**config.mk**
```make
export PLATFORM = sky130hd
export DESIGN_NAME = life_generation_stencil_top
export DESIGN_NICKNAME = d
export VERILOG_FILES = /design/src/rtl/core/lgs_pkg.sv /design/src/rtl/core/life_generation_stencil_top.sv
export SDC_FILE = /design/constraint.sdc
export NUM_CORES = 2
export LEC_CHECK = 0
export BUFFER_PORTS_ARGS = -buffer_cell sky130_fd_sc_hd__buf_2
export CORE_ASPECT_RATIO = 1.75
export CORE_MARGIN = 1
export CORE_UTILIZATION = 55
export DETAILED_ROUTE_END_ITERATION = 8
export PLACE_DENSITY_LB_ADDON = 0.1
export SLEW_MARGIN = 15
export SYNTH_ARGS = -nofsm -noshare
export SYNTH_HDL_FRONTEND = slang
export SYNTH_SLANG_ARGS = --single-unit
```
**constraint.sdc**
```tcl
create_clock -name clock -period 39.3 [get_ports clock]
set_clock_uncertainty 0.05 [all_clocks]
set_input_delay 1.965 -clock clock [delete_from_list [all_inputs] [get_ports clock]]
set_output_delay 1.965 -clock clock [all_outputs]
set_load 0.05 [all_outputs]
```
**src/rtl/core/lgs_pkg.sv**
```systemverilog
`timescale 1ns / 1ps
// ----------------------------------------------------------------------------
// lgs_pkg: shared types and constants for the life generation stencil
// Register codes, reset values, window bit masks and the B3/S23 rule.
// ----------------------------------------------------------------------------
package lgs_pkg;

   // configuration register codes and widths
   localparam int unsigned CSR_DATA_W = 12;
   localparam int unsigned CSR_IDX_W  = 1;

   localparam logic [CSR_IDX_W-1:0] REG_GRID_WIDTH  = 1'd0;
   localparam logic [CSR_IDX_W-1:0] REG_GRID_HEIGHT = 1'd1;

   localparam logic [CSR_DATA_W-1:0] GRID_WIDTH_RESET  = 12'd1920;
   localparam logic [CSR_DATA_W-1:0] GRID_HEIGHT_RESET = 12'd1080;

   // 3x3 window: bits 0-2 left column, 3-5 middle, 6-8 right;
   // within a column top, middle, bottom
   localparam int unsigned WIN_W = 9;

   localparam logic [WIN_W-1:0] NEIGH_MASK  = 9'h1EF;
   localparam logic [WIN_W-1:0] TOP_MASK    = 9'h049;
   localparam logic [WIN_W-1:0] BOTTOM_MASK = 9'h124;
   localparam logic [WIN_W-1:0] LEFT_MASK   = 9'h007;
   localparam logic [WIN_W-1:0] RIGHT_MASK  = 9'h1C0;
   localparam int unsigned      CENTRE_BIT  = 4;

   localparam logic [3:0] BIRTH_COUNT   = 4'd3;
   localparam logic [3:0] SURVIVE_COUNT = 4'd2;

   // edge and control flags of one request, worked out at accept time
   typedef struct packed {
      logic emit;
      logic last;
      logic top;
      logic bottom;
      logic left;
      logic right;
   } stage_flags_type;

   // next state of the centre cell under B3/S23
   function automatic logic life_rule(input logic [WIN_W-1:0] win,
                                      input logic [WIN_W-1:0] mask);
      logic [WIN_W-1:0] hits;
      logic [3:0]       count;
      hits  = win & mask;
      count = '0;
      for (int i = 0; i < WIN_W; i++) begin
         count = count + {3'd0, hits[i]};
      end
      return (count == BIRTH_COUNT) ||
             ((count == SURVIVE_COUNT) && win[CENTRE_BIT]);
   endfunction

endpackage

```
**src/rtl/core/life_generation_stencil_top.sv**
```systemverilog
`timescale 1ns / 1ps
// ----------------------------------------------------------------------------
// life_generation_stencil_top: streaming B3/S23 next-generation stencil
// Two line stores and a 3x3 window give each cell's next state in raster order.
// ----------------------------------------------------------------------------
// Usage
//   req_*: one cell of the current generation per request, raster order.
//   After the grid_width*grid_height cells of a frame the source sends
//   grid_width+1 padding requests whose value is ignored.
//   rsp_*: next state of the cell grid_width+1 requests back; rsp_last_of_frame
//   marks the grid's final cell, which comes out on the last padding request.
//   csr_*: grid_width (index 0) and grid_height (index 1), written while idle;
//   0 acts as 1 and values above MAX_WIDTH / MAX_HEIGHT act as the maximum.
// Timing
//   One request per cycle while rsp_ready keeps up. An accepted request is
//   registered in the read stage; the result it gives loads the output register
//   and raises rsp_valid when that stage advances. The line stores are one
//   2-bit-wide memory, read at most once and written at most once per cycle.
// Reset and stalls
//   Reset clears counters and valids; the line store is not swept, since
//   stale contents only reach cells on the grid edge, where they are masked.
//   While rsp_ready is low with a result waiting, requests that give no
//   result still pass; the first one that gives a result is held in the read
//   stage and req_ready then drops.
// ----------------------------------------------------------------------------
module life_generation_stencil_top #(
   parameter int unsigned MAX_WIDTH  = 2048,
   parameter int unsigned MAX_HEIGHT = 2048
) (
   input  logic                            clock,
   input  logic                            reset,
   // request channel
   input  logic                            req_valid,
   output logic                            req_ready,
   input  logic                            req_cell_alive,
   // result channel
   output logic                            rsp_valid,
   input  logic                            rsp_ready,
   output logic                            rsp_next_alive,
   output logic                            rsp_last_of_frame,
   // configuration port
   input  logic                            csr_we,
   input  logic [lgs_pkg::CSR_IDX_W-1:0]   csr_index,
   input  logic [lgs_pkg::CSR_DATA_W-1:0]  csr_wdata
);

   localparam int unsigned CW = $clog2(MAX_WIDTH);
   localparam int unsigned RW = $clog2(MAX_HEIGHT);
   localparam int unsigned WW = $clog2(MAX_WIDTH + 1);
   localparam int unsigned HW = $clog2(MAX_HEIGHT + 1);
   localparam int unsigned WX = (WW > lgs_pkg::CSR_DATA_W) ? WW : lgs_pkg::CSR_DATA_W;
   localparam int unsigned HX = (HW > lgs_pkg::CSR_DATA_W) ? HW : lgs_pkg::CSR_DATA_W;

   typedef enum logic [1:0] {
      ROW_FIRST,
      ROW_SECOND,
      ROW_LATER
   } row_phase_type;

   logic [lgs_pkg::CSR_DATA_W-1:0] grid_width_ff;
   logic [lgs_pkg::CSR_DATA_W-1:0] grid_height_ff;

   logic [WX-1:0] width_x;
   logic [HX-1:0] height_x;

   logic [CW-1:0]   in_col_ff,  in_col_in;
   row_phase_type   in_row_ff,  in_row_in;
   logic [CW-1:0]   out_col_ff, out_col_in;
   logic [RW-1:0]   out_row_ff, out_row_in;

   logic in_last_col;
   logic out_last_col;
   logic out_last_row;

   lgs_pkg::stage_flags_type flags_in;
   lgs_pkg::stage_flags_type s1_flags_ff;

   logic          req_accept;
   logic          s1_valid_ff;
   logic          s1_adv;
   logic          s1_x_ff;
   logic [CW-1:0] s1_col_ff;
   logic [1:0]    s1_rd_ff;

   logic [1:0] line_store_ff [MAX_WIDTH];

   logic [lgs_pkg::WIN_W-1:0] window_ff, window_in;
   logic [lgs_pkg::WIN_W-1:0] mask;
   logic                      alive;

   logic rsp_valid_ff;
   logic rsp_next_alive_ff;
   logic rsp_last_ff;

   // configuration registers
   always_ff @(posedge clock) begin
      if (reset) begin
         grid_width_ff  <= lgs_pkg::GRID_WIDTH_RESET;
         grid_height_ff <= lgs_pkg::GRID_HEIGHT_RESET;
      end else if (csr_we) begin
         unique case (csr_index)
            lgs_pkg::REG_GRID_WIDTH:  grid_width_ff  <= csr_wdata;
            lgs_pkg::REG_GRID_HEIGHT: grid_height_ff <= csr_wdata;
            default: ;
         endcase
      end
   end

   // clamp the grid size to 1..max
   always_comb begin
      priority if (grid_width_ff == '0)
         width_x = WX'(1);
      else if (WX'(grid_width_ff) > WX'(MAX_WIDTH))
         width_x = WX'(MAX_WIDTH);
      else
         width_x = WX'(grid_width_ff);

      priority if (grid_height_ff == '0)
         height_x = HX'(1);
      else if (HX'(grid_height_ff) > HX'(MAX_HEIGHT))
         height_x = HX'(MAX_HEIGHT);
      else
         height_x = HX'(grid_height_ff);
   end

   // handshake of the read stage
   assign s1_adv     = s1_valid_ff &&
                       (!s1_flags_ff.emit || !rsp_valid_ff || rsp_ready);
   assign req_ready  = !s1_valid_ff || s1_adv;
   assign req_accept = req_valid && req_ready;

   // position tracking for the incoming request and the next result
   assign in_last_col  = (WX'(in_col_ff) + WX'(1)) >= width_x;
   assign out_last_col = (WX'(out_col_ff) + WX'(1)) >= width_x;
   assign out_last_row = (HX'(out_row_ff) + HX'(1)) >= height_x;

   always_comb begin
      flags_in.emit   = (in_row_ff == ROW_LATER) ||
                        ((in_row_ff == ROW_SECOND) && (in_col_ff != '0));
      flags_in.last   = flags_in.emit && out_last_col && out_last_row;
      flags_in.top    = (out_row_ff == '0);
      flags_in.bottom = out_last_row;
      flags_in.left   = (out_col_ff == '0);
      flags_in.right  = out_last_col;

      in_col_in  = in_col_ff;
      in_row_in  = in_row_ff;
      out_col_in = out_col_ff;
      out_row_in = out_row_ff;

      if (flags_in.last) begin
         // final cell of the frame: start over
         in_col_in  = '0;
         in_row_in  = ROW_FIRST;
         out_col_in = '0;
         out_row_in = '0;
      end else begin
         if (flags_in.emit) begin
            if (out_last_col) begin
               out_col_in = '0;
               out_row_in = out_row_ff + RW'(1);
            end else begin
               out_col_in = out_col_ff + CW'(1);
            end
         end
         if (in_last_col) begin
            in_col_in = '0;
            unique case (in_row_ff)
               ROW_FIRST:  in_row_in = ROW_SECOND;
               ROW_SECOND: in_row_in = ROW_LATER;
               ROW_LATER:  in_row_in = ROW_LATER;
               default:    in_row_in = ROW_LATER;
            endcase
         end else begin
            in_col_in = in_col_ff + CW'(1);
         end
      end
   end

   // control registers
   always_ff @(posedge clock) begin
      if (reset) begin
         in_col_ff   <= '0;
         in_row_ff   <= ROW_FIRST;
         out_col_ff  <= '0;
         out_row_ff  <= '0;
         s1_valid_ff <= 1'b0;
      end else begin
         if (req_accept) begin
            in_col_ff  <= in_col_in;
            in_row_ff  <= in_row_in;
            out_col_ff <= out_col_in;
            out_row_ff <= out_row_in;
         end
         if (req_accept)
            s1_valid_ff <= 1'b1;
         else if (s1_adv)
            s1_valid_ff <= 1'b0;
      end
   end

   // read stage payload
   always_ff @(posedge clock) begin
      if (req_accept) begin
         s1_x_ff     <= req_cell_alive;
         s1_col_ff   <= in_col_ff;
         s1_flags_ff <= flags_in;
      end
   end

   // line store: {upper, lower}, write-back of the older request bypassed
   // into a read of the same column in the same cycle
   always_ff @(posedge clock) begin
      if (s1_adv)
         line_store_ff[s1_col_ff] <= {s1_rd_ff[0], s1_x_ff};
      if (req_accept) begin
         if (s1_adv && (s1_col_ff == in_col_ff))
            s1_rd_ff <= {s1_rd_ff[0], s1_x_ff};
         else
            s1_rd_ff <= line_store_ff[in_col_ff];
      end
   end

   // window shift and neighbour count
   always_comb begin
      window_in = {s1_x_ff, s1_rd_ff[0], s1_rd_ff[1], window_ff[lgs_pkg::WIN_W-1:3]};
      mask      = lgs_pkg::NEIGH_MASK;
      if (s1_flags_ff.top)    mask = mask & ~lgs_pkg::TOP_MASK;
      if (s1_flags_ff.bottom) mask = mask & ~lgs_pkg::BOTTOM_MASK;
      if (s1_flags_ff.left)   mask = mask & ~lgs_pkg::LEFT_MASK;
      if (s1_flags_ff.right)  mask = mask & ~lgs_pkg::RIGHT_MASK;
      alive     = lgs_pkg::life_rule(window_in, mask);
   end

   always_ff @(posedge clock) begin
      if (reset)
         window_ff <= '0;
      else if (s1_adv)
         window_ff <= window_in;
   end

   // output register
   always_ff @(posedge clock) begin
      if (reset)
         rsp_valid_ff <= 1'b0;
      else if (s1_adv && s1_flags_ff.emit)
         rsp_valid_ff <= 1'b1;
      else if (rsp_ready)
         rsp_valid_ff <= 1'b0;
   end

   always_ff @(posedge clock) begin
      if (s1_adv && s1_flags_ff.emit) begin
         rsp_next_alive_ff <= alive;
         rsp_last_ff       <= s1_flags_ff.last;
      end
   end

   assign rsp_valid         = rsp_valid_ff;
   assign rsp_next_alive    = rsp_next_alive_ff;
   assign rsp_last_of_frame = rsp_last_ff;

   // checks
   a_no_overwrite: assert property (@(posedge clock) disable iff (reset)
      (s1_adv && s1_flags_ff.emit) |-> (!rsp_valid_ff || rsp_ready))
      else $error("result register overwritten while full");

   a_stall_blocks_input: assert property (@(posedge clock) disable iff (reset)
      (s1_valid_ff && !s1_adv) |-> !req_ready)
      else $error("request taken while read stage is stalled");

   a_frame_restart: assert property (@(posedge clock) disable iff (reset)
      (req_accept && flags_in.last) |=>
         (in_col_ff == '0 && out_col_ff == '0 && out_row_ff == '0 &&
          in_row_ff == ROW_FIRST))
      else $error("counters not cleared after final cell");

   a_reset_empty: assert property (@(posedge clock)
      $past(reset) |-> (!s1_valid_ff && !rsp_valid_ff))
      else $error("pipeline not empty after reset");

   a_last_needs_emit: assert property (@(posedge clock) disable iff (reset)
      (s1_valid_ff && s1_flags_ff.last) |-> s1_flags_ff.emit)
      else $error("final-cell flag on a request without a result");

endmodule

```
After elaboration in Yosys (flattened, before gate mapping)
Memories as Yosys holds them, arrays and structs flattened. A register that Yosys moved wholly into a read port is not among the register bits. Index checks and enable logic that the tools add are counted.

Flip-flop bits (word level): 90. Latch bits: 0. Memory bits (writable): 4096. Bits in read-only memories: 0. Output and inout port bits: 4. Logic and storage cells: 101. Memories: 1.

$add $sub $neg: 14. Multipliers: 0. Div/mod/pow operators: 0. $lt $le $gt $ge: 5. Eq/ne operators: 4. Shift-type cells: 0. Mux-type cells: 25. Bitwise logic cells: 2. Reductions and logical operators: 31.

Memory list: line_store_ff (words 2048, bits a word 2, read ports 1, clocked after memory_dff 1, wr ports 1, RTL line life_generation_stencil_top.sv:85) `logic [1:0] line_store_ff [MAX_WIDTH];`.

Operators by type and width (count): 2-to-1 mux 11 bit (8); 2-to-1 mux 12 bit (4); adder 11 x 1 -> 12 bit (second input constant) (3); >= comparator 12 bit (3); adder 11 x 1 -> 11 bit (second input constant) (3); > comparator 12 bit (second input constant) (2); logical NOT 12 bit (2); logical NOT 11 bit (2); adder 4 x 1 -> 4 bit (5); 2-to-1 mux 9 bit (2); nonzero test 11 bit (1); nonzero test 2 bit (5); bitwise AND 9 bit (1); equality test 4 x 2 -> 1 bit (second input constant) (2); AND reduction 2 bit (4); logical AND 1 bit (7); 2-to-1 mux 7 bit (1); 2-to-1 mux 1 bit (6); 2-to-1 mux 2 bit (3); logical OR 1 bit (5); adder 3 x 1 -> 4 bit (1); adder 2 x 1 -> 3 bit (1); logical NOT 1 bit (3); 2-to-1 mux 3 bit (1); 6 further kinds (6).

Longest topological paths before layout
Depth in word-level cells: 16. Depth in mapped cells: 19.

Least setup slack after synthesis
Ideal clock, no wire load.

Path type: reg2reg. Start: register s1_rd_ff[0] (read register of line_store_ff). End: memory line_store_ff[0][1] (data pin). Library setup time: 5.149 ns. Arrival time: 23.775 ns. Data required time: 34.101 ns. Slack: 10.325 ns. Cell stages (with the launch flop): 1. Buffers on the path: 0. Period minus slack after synthesis: 28.975 ns. Cells stage by stage: edfxtp_1.

RTL lines: start, declared (RTL line life_generation_stencil_top.sv:83) `logic [1:0] s1_rd_ff;`; end, declared (RTL line life_generation_stencil_top.sv:85).

Straight into the memory's write port.

==> load_flow_metrics.sql <==
INSERT INTO impl_metrics (metric_group, metric, value, unit) VALUES
('worst_setup_path', 'cp.arrival', '7.89', 'ns'),
('synthesis', 'synth.distinct_cells', '76', ''),
('sta', 'max_slew.worst_pin.slew', '1.328', 'ns'),
('hold_path', 'worst_hold_startpoint', 's1_flags_ff[4]$_DFFE_PP_', ''),
('clock_network', 'tritoncts.num_buffers', '366', ''),
('floorplan', 'core_area', '309100', 'um2'),
('pwr', 'cellLeakagePower', '54.90', 'nW'),
('clock_network', 'h-tree-depth', '5', ''),
('pwr', 'vdd_drop_max', '0.03516', 'mV'),
('clock_network', 'worstSkewPairLatency', '0.93', 'ns'),
('worst_setup_path', 'ff2ff_path_depth', '13', ''),
('synthesis', 'synth_seq_area_share', '0.7314', ''),
('global_route', 'first_global_vias', '95620', ''),
('synthesis', 'yosys_register_bits', '4185', ''),
('global_route', 'grt_pass1_wl', '707200', 'um'),
('hold_path', 'min_path_cells', '0', ''),
('clock_network', 'cts_setup_buffers', '0', ''),
('worst_setup_path', 'r2r_start', 'in_col_ff[0]$_SDFFE_PP0P_', ''),
('hold_path', 'min_delay_worst_endpoint', 'rsp_last_of_frame$_DFFE_PP_', ''),
('worst_setup_path', 'worst_r2r_endpoint', 's1_rd_ff[1]$_DFFE_PP_', ''),
('synthesis', 'ys_warn_count', '0', ''),
('sta', 'totalNegativeSetupSlack', '0', 'ns'),
('global_route', 'grt_util_met1', '0.4096', ''),
('floorplan', 'ios', '23', ''),
('place', 'gpl.final_weighted_congestion', '0.8469', ''),
('sta', 'final_min_period_over_clock_period', '0.1852', ''),
('pwr', 'pwr-share-clk', '0.398', ''),
('worst_setup_path', 'internal_reg_to_reg_setup_slack', '32.02', 'ns'),
('synthesis', 'syn-mean-instance-area', '17.66', 'um2'),
('detailed_routing', 'detail_route.wirelength', '506600', 'um'),
('pwr', 'power.share.sequential', '0.549', ''),
('worst_setup_path', 'crit_path_top_delay_cell', 'sky130_fd_sc_hd__buf_4', ''),
('status', 'status', 'finished, violations left', ''),
('worst_setup_path', 'endpoint_kind', 'register', ''),
('sta', 'setup_viol', '0', ''),
('synthesis', 'synth_enable_flop_cells', '4118', ''),
('floorplan', 'design.die.area', '313100', 'um2'),
('global_route', 'grt_antenna_before_repair', '32', ''),
('hold_path', 'min-delay-path-class', 'reg2reg', ''),
('pwr', 'design_internal_power', '7.063', 'mW'),
('pwr', 'net_switching_power_figure', '1.922', 'mW'),
('place', 'post-dp-hpwl', '286300', 'um'),
('synthesis', 'synthesis.instances', '9680', ''),
('floorplan', 'initial_utilization', '0.5529', ''),
('synthesis', 'syn_nets', '9746', ''),
('layout', 'final_layout_size_suffix_gt1_frac', '0.2042', ''),
('global_route', 'grt_util_all_layers', '0.3229', ''),
('worst_setup_path', 'cp_slowest_stage_delay', '0.79', 'ns'),
('detailed_routing', 'drc', '30', ''),
('layout', 'layout_stage_area_growth_over_the_synthesis_result', '9.339', '%'),
('synthesis', 'asyncSetResetFlopFracSynth', '0', ''),
('clock_network', 'clock_path_buffers', '4', ''),
('sta', 'fmax', '137.4', 'MHz'),
('worst_setup_path', 'cp_cell_sequence', 'buf_4 > buf_4 > buf_4 > buf_4 > buf_4 > mux4_2 > mux4_2 > o22ai_1 > o21ai_1 > a31oi_1 > nor3_1 > a311oi_1 > nor3_1', ''),
('sta', 'maxSlewViolCount', '0', ''),
('status', 'violations', 'design-rule violations', ''),
('worst_setup_path', 'path_class', 'reg2reg', ''),
('global_route', 'grtUsageMet2', '0.5441', ''),
('global_route', 'global_route.peak_usage_layer', 'met2', ''),
('place', 'placement.setup.worst_slack', '31.97', 'ns'),
('global_route', 'grt_start_max_net_pins', '284', ''),
('clock_network', 'clk_transition_reported_paths', '0.07', 'ns'),
('layout', 'nNetsFinal', '9611', ''),
('floorplan', 'die_width', '423.4', 'um'),
('clock_network', 'postCtsResizedCells', '0', ''),
('clock_network', 'total_of_hold_buffers_inserted_after_clock_tree_synthesis', '0', ''),
('pwr', 'p_comb_frac', '0.053', ''),
('sta', 'setup_slack', '32.02', 'ns'),
('clock_network', 'clock_sink_count', '4185', ''),
('synthesis', 'mapped_area', '170900', 'um2'),
('floorplan', 'die_height', '739.4', 'um');
==> cell type report <==
class	instances	area, um2	share of cell area
sequential	4185	125000	0.6691
multi-input combinational	4681	42760	0.2289
clock buffer	444	9643	0.05160
tap	4080	5105	0.02732
timing repair buffer	288	2286	0.01223
clock inverter	213	1911	0.01022
inverter	23	96.34	0.0005156
antenna	14	35.03	0.0001875
==> state kept, by name, indices dropped and copies added, names as in the netlist <==
name               count
grid_height_ff        12
grid_width_ff         12
in_col_ff             11
in_row_ff              2
line_store_ff       4096
out_col_ff            11
out_row_ff            11
rsp_last_of_frame      1
rsp_next_alive         1
rsp_valid              1
s1_col_ff             11
s1_flags_ff            6
s1_rd_ff               2
s1_valid_ff            1
s1_x_ff                1
window_ff              6
==> placed cells by master (no fill, tap or decap), types with 69 or more instances in the layout <==
cell | synthesis | routed
sky130_fd_sc_hd__clkbuf_1 | 540 | 69
sky130_fd_sc_hd__buf_4 | 57 | 251
sky130_fd_sc_hd__mux4_2 | 1067 | 1067
sky130_fd_sc_hd__nor2_1 | 2122 | 2111
sky130_fd_sc_hd__clkinv_1 | 5 | 77
sky130_fd_sc_hd__clkbuf_16 | 0 | 375
sky130_fd_sc_hd__a22oi_1 | 131 | 131
sky130_fd_sc_hd__nand2_1 | 315 | 273
sky130_fd_sc_hd__edfxtp_1 | 4118 | 4118
sky130_fd_sc_hd__mux2i_1 | 196 | 196
sky130_fd_sc_hd__a21oi_1 | 121 | 120
==> synth_stat cells, types with 23 or more instances <==
cell | instances | area share
sky130_fd_sc_hd__a211oi_1 | 27 | 0.0012
sky130_fd_sc_hd__buf_1 | 41 | 0.00090
sky130_fd_sc_hd__nand2_1 | 315 | 0.0069
sky130_fd_sc_hd__a221oi_1 | 50 | 0.0026
sky130_fd_sc_hd__nor2b_1 | 39 | 0.0014
sky130_fd_sc_hd__a22oi_1 | 131 | 0.0058
sky130_fd_sc_hd__edfxtp_1 | 4118 | 0.72
sky130_fd_sc_hd__o21ai_0 | 69 | 0.0020
sky130_fd_sc_hd__and3_1 | 23 | 0.00084
sky130_fd_sc_hd__buf_2 | 93 | 0.0027
sky130_fd_sc_hd__a22o_1 | 33 | 0.0017
sky130_fd_sc_hd__mux2i_1 | 196 | 0.011
sky130_fd_sc_hd__buf_4 | 57 | 0.0025
sky130_fd_sc_hd__nor3_1 | 38 | 0.0011
sky130_fd_sc_hd__o22ai_1 | 43 | 0.0016
sky130_fd_sc_hd__a31oi_1 | 30 | 0.0011
sky130_fd_sc_hd__mux4_2 | 1067 | 0.14
sky130_fd_sc_hd__nand3_1 | 88 | 0.0026
sky130_fd_sc_hd__buf_6 | 52 | 0.0034
sky130_fd_sc_hd__a21oi_1 | 121 | 0.0035
sky130_fd_sc_hd__ha_1 | 43 | 0.0031
sky130_fd_sc_hd__nor2_1 | 2122 | 0.047
sky130_fd_sc_hd__clkbuf_1 | 540 | 0.012
sky130_fd_sc_hd__dfxtp_1 | 67 | 0.0078
==> kinds of logic (layout without fill, tap and decap cells) <==
kind of cell               count (synthesis)  after routing  synth area share
muxes                                   1269           1269            0.1525
AOI/OAI and AO/OA                        604            604           0.02436
xor gates and xnor gates                  38             38          0.001947
buffers and inverters                    814            968           0.02268
DFF                                     4185           4185            0.7314
and+or+nand+nor                         2723           2723           0.06351
adders and majority gates                 47             47          0.003617
other                                      0             14                 0
==> metal layers <==
layer  vias up  wire [um]
li1      37610          -
met1     49450     173400
met2      5056     256000
met3      1115      46630
met4        12      30510
met5         -         72
==> worst max-delay path by stage <==
| stage | start | endpoint | slack (ns) |
|---|---|---|---|
| detailed placement | in_col_ff[0]$_SDFFE_PP0P_ | s1_rd_ff[1]$_DFFE_PP_ | 31.97 |
| global route | in_col_ff[0]$_SDFFE_PP0P_ | s1_rd_ff[1]$_DFFE_PP_ | 31.65 |
| floorplan | s1_rd_ff[0]$_DFFE_PP_ | line_store_ff[0][1]$_DFFE_PP_ | 10.33 |
| global placement | in_col_ff[0]$_SDFFE_PP0P_ | s1_rd_ff[1]$_DFFE_PP_ | 31.96 |
| CTS | in_col_ff[0]$_SDFFE_PP0P_ | s1_rd_ff[1]$_DFFE_PP_ | 31.94 |
| finish | in_col_ff[0]$_SDFFE_PP0P_ | s1_rd_ff[1]$_DFFE_PP_ | 32.02 |
==> power by group through the flow <==
| stage | logic [mW] | clock network (mW) | registers, mW |
|---|---|---|---|
| 6_report | 0.481 | 3.58 | 4.93 |
| 5_1_grt | 0.505 | 3.75 | 4.93 |
| 4_1_cts | 0.482 | 3.61 | 4.93 |
| 3_5_place_dp | 0.481 | 0 | 5.03 |
| 3_3_place_gp | 0.472 | 0 | 5.03 |
| 2_1_floorplan | 0.300 | 0 | 5.24 |
==> per-stage QoR <==
step                      std cells  cell area (um2)  utilization
after global routing          13920           186900       0.6045
after CTS                     13910           186700       0.6041
after global placement        13260           175200       0.5667
after detailed placement      13260           175200       0.5667
after floorplan                9680           170900            -
final                         13930           186900       0.6045
Power figures use the tool's default switching activity.
